### config.mk
export PLATFORM = sky130hd
export DESIGN_NAME = span_buffer_test_port_top
export DESIGN_NICKNAME = d
export VERILOG_FILES = /design/src/sbtp_pkg.sv /design/src/sbtp_buffer.sv /design/src/sbtp_regs.sv /design/src/span_buffer_test_port_top.sv
export SDC_FILE = /design/constraint.sdc
export NUM_CORES = 2
export LEC_CHECK = 0
export BUFFER_PORTS_ARGS = -buffer_cell sky130_fd_sc_hd__buf_4
export CAP_MARGIN = 0
export CORE_ASPECT_RATIO = 2
export CORE_UTILIZATION = 60
export DETAILED_ROUTE_END_ITERATION = 8
export MAX_ROUTING_LAYER = met4
export PLACE_DENSITY = 0.84
export REMOVE_ABC_BUFFERS = 1
export SYNTH_ARGS = -nofsm -noshare
export SYNTH_HDL_FRONTEND = slang
export SYNTH_HIERARCHICAL = 1
export SYNTH_SLANG_ARGS = --single-unit
### constraint.sdc
create_clock -name clk -period 6.2 [get_ports clk]
set_input_delay 0.62 -clock clk [delete_from_list [all_inputs] [get_ports clk]]
set_output_delay 0.62 -clock clk [all_outputs]
set_load 0.03 [all_outputs]
### src/sbtp_pkg.sv
package sbtp_pkg;

  localparam int DATA_W          = 32;
  localparam int SPAN_WORDS_DEF  = 128;

  localparam logic [DATA_W-1:0] MASK_ALL  = 32'hffff_ffff;
  localparam logic [DATA_W-1:0] MASK_BYTE = 32'h0000_00ff;

  typedef enum logic [1:0] {
    REG_TEST = 2'd0,
    REG_MODE = 2'd1,
    REG_ADDR = 2'd2,
    REG_DATA = 2'd3
  } reg_sel_t;

  typedef enum logic {
    REQ_READ  = 1'b0,
    REQ_WRITE = 1'b1
  } req_kind_t;

  typedef struct packed {
    logic wr;
    logic rd;
  } buf_ctl_t;

  function automatic logic [DATA_W-1:0] col_mask(input logic [1:0] col);
    logic [DATA_W-1:0] m;
    case (col)
      2'd0, 2'd1: m = MASK_ALL;
      2'd2:       m = MASK_BYTE;
      default:    m = '0;
    endcase
    return m;
  endfunction

  function automatic logic [DATA_W-1:0] merge(input logic [DATA_W-1:0] old,
                                               input logic [DATA_W-1:0] val,
                                               input logic [DATA_W-1:0] mask);
    return (old & ~mask) | (val & mask);
  endfunction

endpackage

### src/sbtp_buffer.sv
module sbtp_buffer
  import sbtp_pkg::*;
#(
  parameter int SPAN_WORDS = SPAN_WORDS_DEF,
  localparam int ADDR_W = $clog2(SPAN_WORDS)
) (
  input  logic              clk,
  input  logic              rst,
  input  buf_ctl_t          ctl,
  input  logic [ADDR_W-1:0] addr,
  input  logic [DATA_W-1:0] wdata,
  output logic [DATA_W-1:0] rdata,
  output logic              clearing
);

  logic [DATA_W-1:0] mem [SPAN_WORDS];
  logic [ADDR_W-1:0] clr_addr;

  // clearing pass after reset
  always_ff @(posedge clk) begin
    if (rst) begin
      clearing <= 1'b1;
      clr_addr <= '0;
    end else if (clearing) begin
      clr_addr <= clr_addr + 1'b1;
      if (clr_addr == ADDR_W'(SPAN_WORDS - 1)) begin
        clearing <= 1'b0;
      end
    end
  end

  always_ff @(posedge clk) begin
    if (clearing) begin
      mem[clr_addr] <= '0;
    end else if (ctl.wr) begin
      mem[addr] <= wdata;
    end
    if (ctl.rd) begin
      rdata <= mem[addr];
    end
  end

endmodule

### src/sbtp_regs.sv
module sbtp_regs
  import sbtp_pkg::*;
#(
  parameter int SPAN_WORDS = SPAN_WORDS_DEF,
  localparam int ADDR_W = $clog2(SPAN_WORDS)
) (
  input  logic              clk,
  input  logic              rst,
  input  logic              accept,
  input  logic              req_type,
  input  logic [1:0]        reg_index,
  input  logic [DATA_W-1:0] write_data,
  input  logic [DATA_W-1:0] write_mask,
  output buf_ctl_t          ctl,
  output logic [ADDR_W-1:0] buf_addr,
  output logic [DATA_W-1:0] buf_wdata,
  input  logic [DATA_W-1:0] buf_rdata,
  output logic              done,
  output logic [DATA_W-1:0] read_data
);

  logic [DATA_W-1:0] test_reg;
  logic [DATA_W-1:0] mode_reg;
  logic [ADDR_W-1:0] addr_reg;
  logic [DATA_W-1:0] data_reg;

  logic [DATA_W-1:0] addr_ext;
  logic [DATA_W-1:0] sel_old;
  logic [DATA_W-1:0] merged;
  logic [DATA_W-1:0] cur_col;
  logic              is_write;
  logic              is_data;

  logic              res_buf;
  logic [DATA_W-1:0] res_val;
  logic [DATA_W-1:0] res_col;

  assign is_write = (req_type == REQ_WRITE);
  assign is_data  = (reg_index == REG_DATA);
  assign addr_ext = DATA_W'(addr_reg);
  assign cur_col  = col_mask(addr_reg[1:0]);

  always_comb begin
    unique case (reg_index)
      REG_TEST: sel_old = test_reg;
      REG_MODE: sel_old = mode_reg;
      REG_ADDR: sel_old = addr_ext;
      REG_DATA: sel_old = data_reg;
      default:  sel_old = '0;
    endcase
  end

  assign merged = merge(sel_old, write_data, write_mask);

  assign ctl.wr    = accept && is_write && is_data && mode_reg[0];
  assign ctl.rd    = accept && !is_write && is_data;
  assign buf_addr  = addr_reg;
  assign buf_wdata = merged & cur_col;

  always_ff @(posedge clk) begin
    if (rst) begin
      test_reg <= '0;
      mode_reg <= '0;
      addr_reg <= '0;
      data_reg <= '0;
      done     <= 1'b0;
    end else begin
      done <= accept;
      if (accept && is_write) begin
        unique case (reg_index)
          REG_TEST: test_reg <= merged;
          REG_MODE: mode_reg <= merged;
          REG_ADDR: addr_reg <= merged[ADDR_W-1:0];
          REG_DATA: data_reg <= merged;
          default:  test_reg <= test_reg;
        endcase
      end
    end
  end

  // result stage, the buffer word comes registered from the read
  always_ff @(posedge clk) begin
    if (accept) begin
      res_buf <= !is_write && is_data && mode_reg[0];
      res_col <= cur_col;
      if (is_write || is_data) begin
        res_val <= '0;
      end else begin
        res_val <= sel_old;
      end
    end
  end

  assign read_data = res_buf ? (buf_rdata & res_col) : res_val;

endmodule

### src/span_buffer_test_port_top.sv
// channel   | signals                                         | handshake
// ----------+-------------------------------------------------+---------------------
// request   | req_type, reg_index, write_data, write_mask     | start && !busy
// result    | read_data                                       | done, one cycle
//
// one request per cycle when not busy; done strobes the cycle after acceptance
// the buffer memory is read at acceptance and its registered word feeds read_data
// after reset busy stays high while the buffer is zeroed
// results cannot be held off; done is never stalled and busy only covers the clear
module span_buffer_test_port_top
  import sbtp_pkg::*;
#(
  parameter int SPAN_WORDS = SPAN_WORDS_DEF
) (
  input  logic              clk,
  input  logic              rst,
  input  logic              start,
  output logic              busy,
  input  logic              req_type,
  input  logic [1:0]        reg_index,
  input  logic [DATA_W-1:0] write_data,
  input  logic [DATA_W-1:0] write_mask,
  output logic              done,
  output logic [DATA_W-1:0] read_data
);

  localparam int ADDR_W = $clog2(SPAN_WORDS);

  buf_ctl_t          ctl;
  logic [ADDR_W-1:0] buf_addr;
  logic [DATA_W-1:0] buf_wdata;
  logic [DATA_W-1:0] buf_rdata;
  logic              clearing;
  logic              accept;

  assign busy   = clearing;
  assign accept = start && !clearing;

  sbtp_regs #(.SPAN_WORDS(SPAN_WORDS)) u_regs (
    .clk        (clk),
    .rst        (rst),
    .accept     (accept),
    .req_type   (req_type),
    .reg_index  (reg_index),
    .write_data (write_data),
    .write_mask (write_mask),
    .ctl        (ctl),
    .buf_addr   (buf_addr),
    .buf_wdata  (buf_wdata),
    .buf_rdata  (buf_rdata),
    .done       (done),
    .read_data  (read_data)
  );

  sbtp_buffer #(.SPAN_WORDS(SPAN_WORDS)) u_buffer (
    .clk      (clk),
    .rst      (rst),
    .ctl      (ctl),
    .addr     (buf_addr),
    .wdata    (buf_wdata),
    .rdata    (buf_rdata),
    .clearing (clearing)
  );

endmodule

==> reports/results.ini <==
[floorplan]
coreArea_um2=272000
io_pins=104
dieArea_um2=276000
die_h_um=741
initial_core_util_pct=60.3
die_w_um=372
num_rows=271

[route]
drcViolationCount=210
drtAntennaViolNets=0
vias=86200
route.met2.wl_um=260000
drt_iter0_drc=17600
wl_met1_um=141000
top_layer=met4
wl_um=535000
firstDrtPassIters=9
routedWlPerCell_um=47.8
met3_length_um=69900
via_per_inst=7.71

[critical_path]
required_ns=6.71
r2r-start=u_buffer/clearing
critical_path.max_fanout=40
r2r_slack_ns=0.72
critPathKind=reg -> reg
ff2ff_path_depth=10
cp-start-kind=flop
startpoint=u_buffer/clearing
r2r-end=u_buffer/mem[76][14]
cp.arrival_ns=5.99
end_kind=flop

[layout]
top_register=u_buffer/mem
largest_reg_flops=4096
design_area_um2=183000
final-seq-area_um2=127000
post-route-util_pct=67.3
syn_to_final_growth_pct=11.6
drive_above_1_share_pct=33.0
multi_input_area_um2=36000
final_common_cell=edfxtp_1
final_cell_mix=4,163 x edfxtp_1, 1,344 x mux4_2, 347 x clkbuf_16
layout.nets=7225
finalNonFillerCells=11200
fillerInstances=15000

[sta]
tightest_slew_ns=1.43
rsz0062_at_grt=false
setup_tns_ns=0
max-slew-margin-rel_pct=4.91
fmax_ghz=0.182
hold_ws_ns=0.0476
timing.final.ws_setup_ns=0.715
period_share_pct=88.5
fin_crit_ns=5.48
setup_viol=0
clock_skew_ns=0.0778
finalMaxSlewViolations=0
finalHoldViolations=0

[global_routing]
grt_max_degree=115
antenna_found_initial=94
grt_pass1_wl_um=704000
gr-total-overflow=0
grt_pass1_vias=83800
grt_usage_pct=39.2

[logic_synthesis]
ys_ff_latch=4275
synth_top_area_share_pct=76.2
yosysWarnings=6
synth-compound-area-share_pct=0.870
synth_cell_types=43
synthTopCellsByArea=edfxtp_1 76%, mux4_2 18%, dfxtp_1 1.4%
synthArstFlopShare_pct=0
synthAdderAreaFrac_pct=0.00763
ys.flop_type=edfxtp_1
syn_area_um2=164000
ys_seq_area_share_pct=77.6
synth_edf_count=4163
synth-xor-area-share_pct=0.0214
yosys.area_share.simple_pct=1.39
avgSynthCellArea_um2=24.1
synth_top_family_by_area=multiplexers
synthCells=6817
synth_top_area_cell=edfxtp_1
muxShareOfSynthArea_pct=19.0

[flow_run]
drv_cap=0

[clock_tree]
cts_buffers=339
clockBufferDepth=4
post_cts_buffers=0
root_buffer=clkbuf_16
holdBufCountCts=0
cts_max_level=5
cts.sinks=4275
cts_tree=done
insertion_delay_ns=0.95
clk_pin_slew_ns=0.07
cts-resized-gates=0

[power_and_ir_drop]
p_leak_nw=56.3
pwr_density_cell_nw_per_um2=299
ir_worst_vdd_mv=0.302
power_mw=54.6

[worst_hold_path]
hold-path-cell-count=2
hp-class=in -> reg
min_to=u_regs/test_reg[12]
hp-start=rst

[run_status]
violations=DRC
outcome=complete, but fails checks

[placement]
port_buffers=103
place_congestion=0.934
place_area_um2=171000
place_inst=10400
dp_slack_ns=1.47
hpwl_um=280000

## worst max-delay path, stage by stage, from the launching register on
cell and delay, ns:
dfxtp_1 0.40, buf_4 0.38, nor2b_4 0.07, and4_2 0.25, and2_1 0.41, nor2b_4 0.30, buf_4 0.35, o21ai_0 0.78
nand3_1 1.04, nor2_4 0.38, buf_4 0.62
## power breakdown
group	switching [mW]	internal (mW)
combinational	0.438	0.157
sequential	0.0312	31.2
clock	10.9	11.9
total	11.3	43.3
## cell usage after synthesis, types with 2 or more instances
master        n
or3_1         8
a2bb2oi_1     3
nand4bb_1     4
a211oi_1     89
nand2b_1      7
o31a_1        4
inv_1        35
mux4_2     1344
nor2_1      297
and4b_1       2
buf_2       112
nand3_1      12
edfxtp_1   4163
o31ai_1       3
mux2i_1      15
xor2_1        3
nor2b_1      53
a21oi_1       9
nand2_1      65
clkbuf_1    223
a311oi_1     14
mux2_4       25
a222oi_1     25
and2_1       36
a22oi_1       7
buf_6         9
mux2_2       37
or4bb_1       2
o21ai_0      41
nand4_1       3
and3b_1       2
dfxtp_1     112
or4b_2        3
buf_1        41
## how the worst max path moves through the flow
stage,to,slack (ns),depth (start not counted)
finish,u_buffer/mem[76][14],0.72,10
floorplan,u_buffer/rdata[0],-38.00,4
global placement,u_buffer/mem[69][10],1.68,10
global route,u_buffer/mem[97][25],0.87,10
CTS,u_buffer/mem[102][11],1.23,10
detailed placement,u_buffer/mem[102][28],1.47,10
## layer usage
metal  up-vias  GRT usage, %
met1     43300          41.7
li1      30100             -
met4         0          33.1
met3      2770          9.70
met2     10000          61.3
met5         -             -
## area by class of cell
cell class | instances | share of cell area (%)
diodes | 208 | 0.284
clock buffers | 400 | 4.85
well taps | 3549 | 2.43
inverters | 35 | 0.0718
clock inverters | 205 | 1.15
flip-flops and latches | 4275 | 69.6
repair buffers | 382 | 1.97
multi-input cells | 2121 | 19.7
## logic make-up after synthesis
| family | Yosys count |
|---|---|
| adders and majority gates | 1 |
| buffers and inverters | 421 |
| muxes | 1421 |
| DFF | 4275 |
| and+or+nand+nor | 500 |
| xor gates and xnor gates | 4 |
| AOI/OAI and AO/OA | 195 |
(Power assumes the default switching activity.)
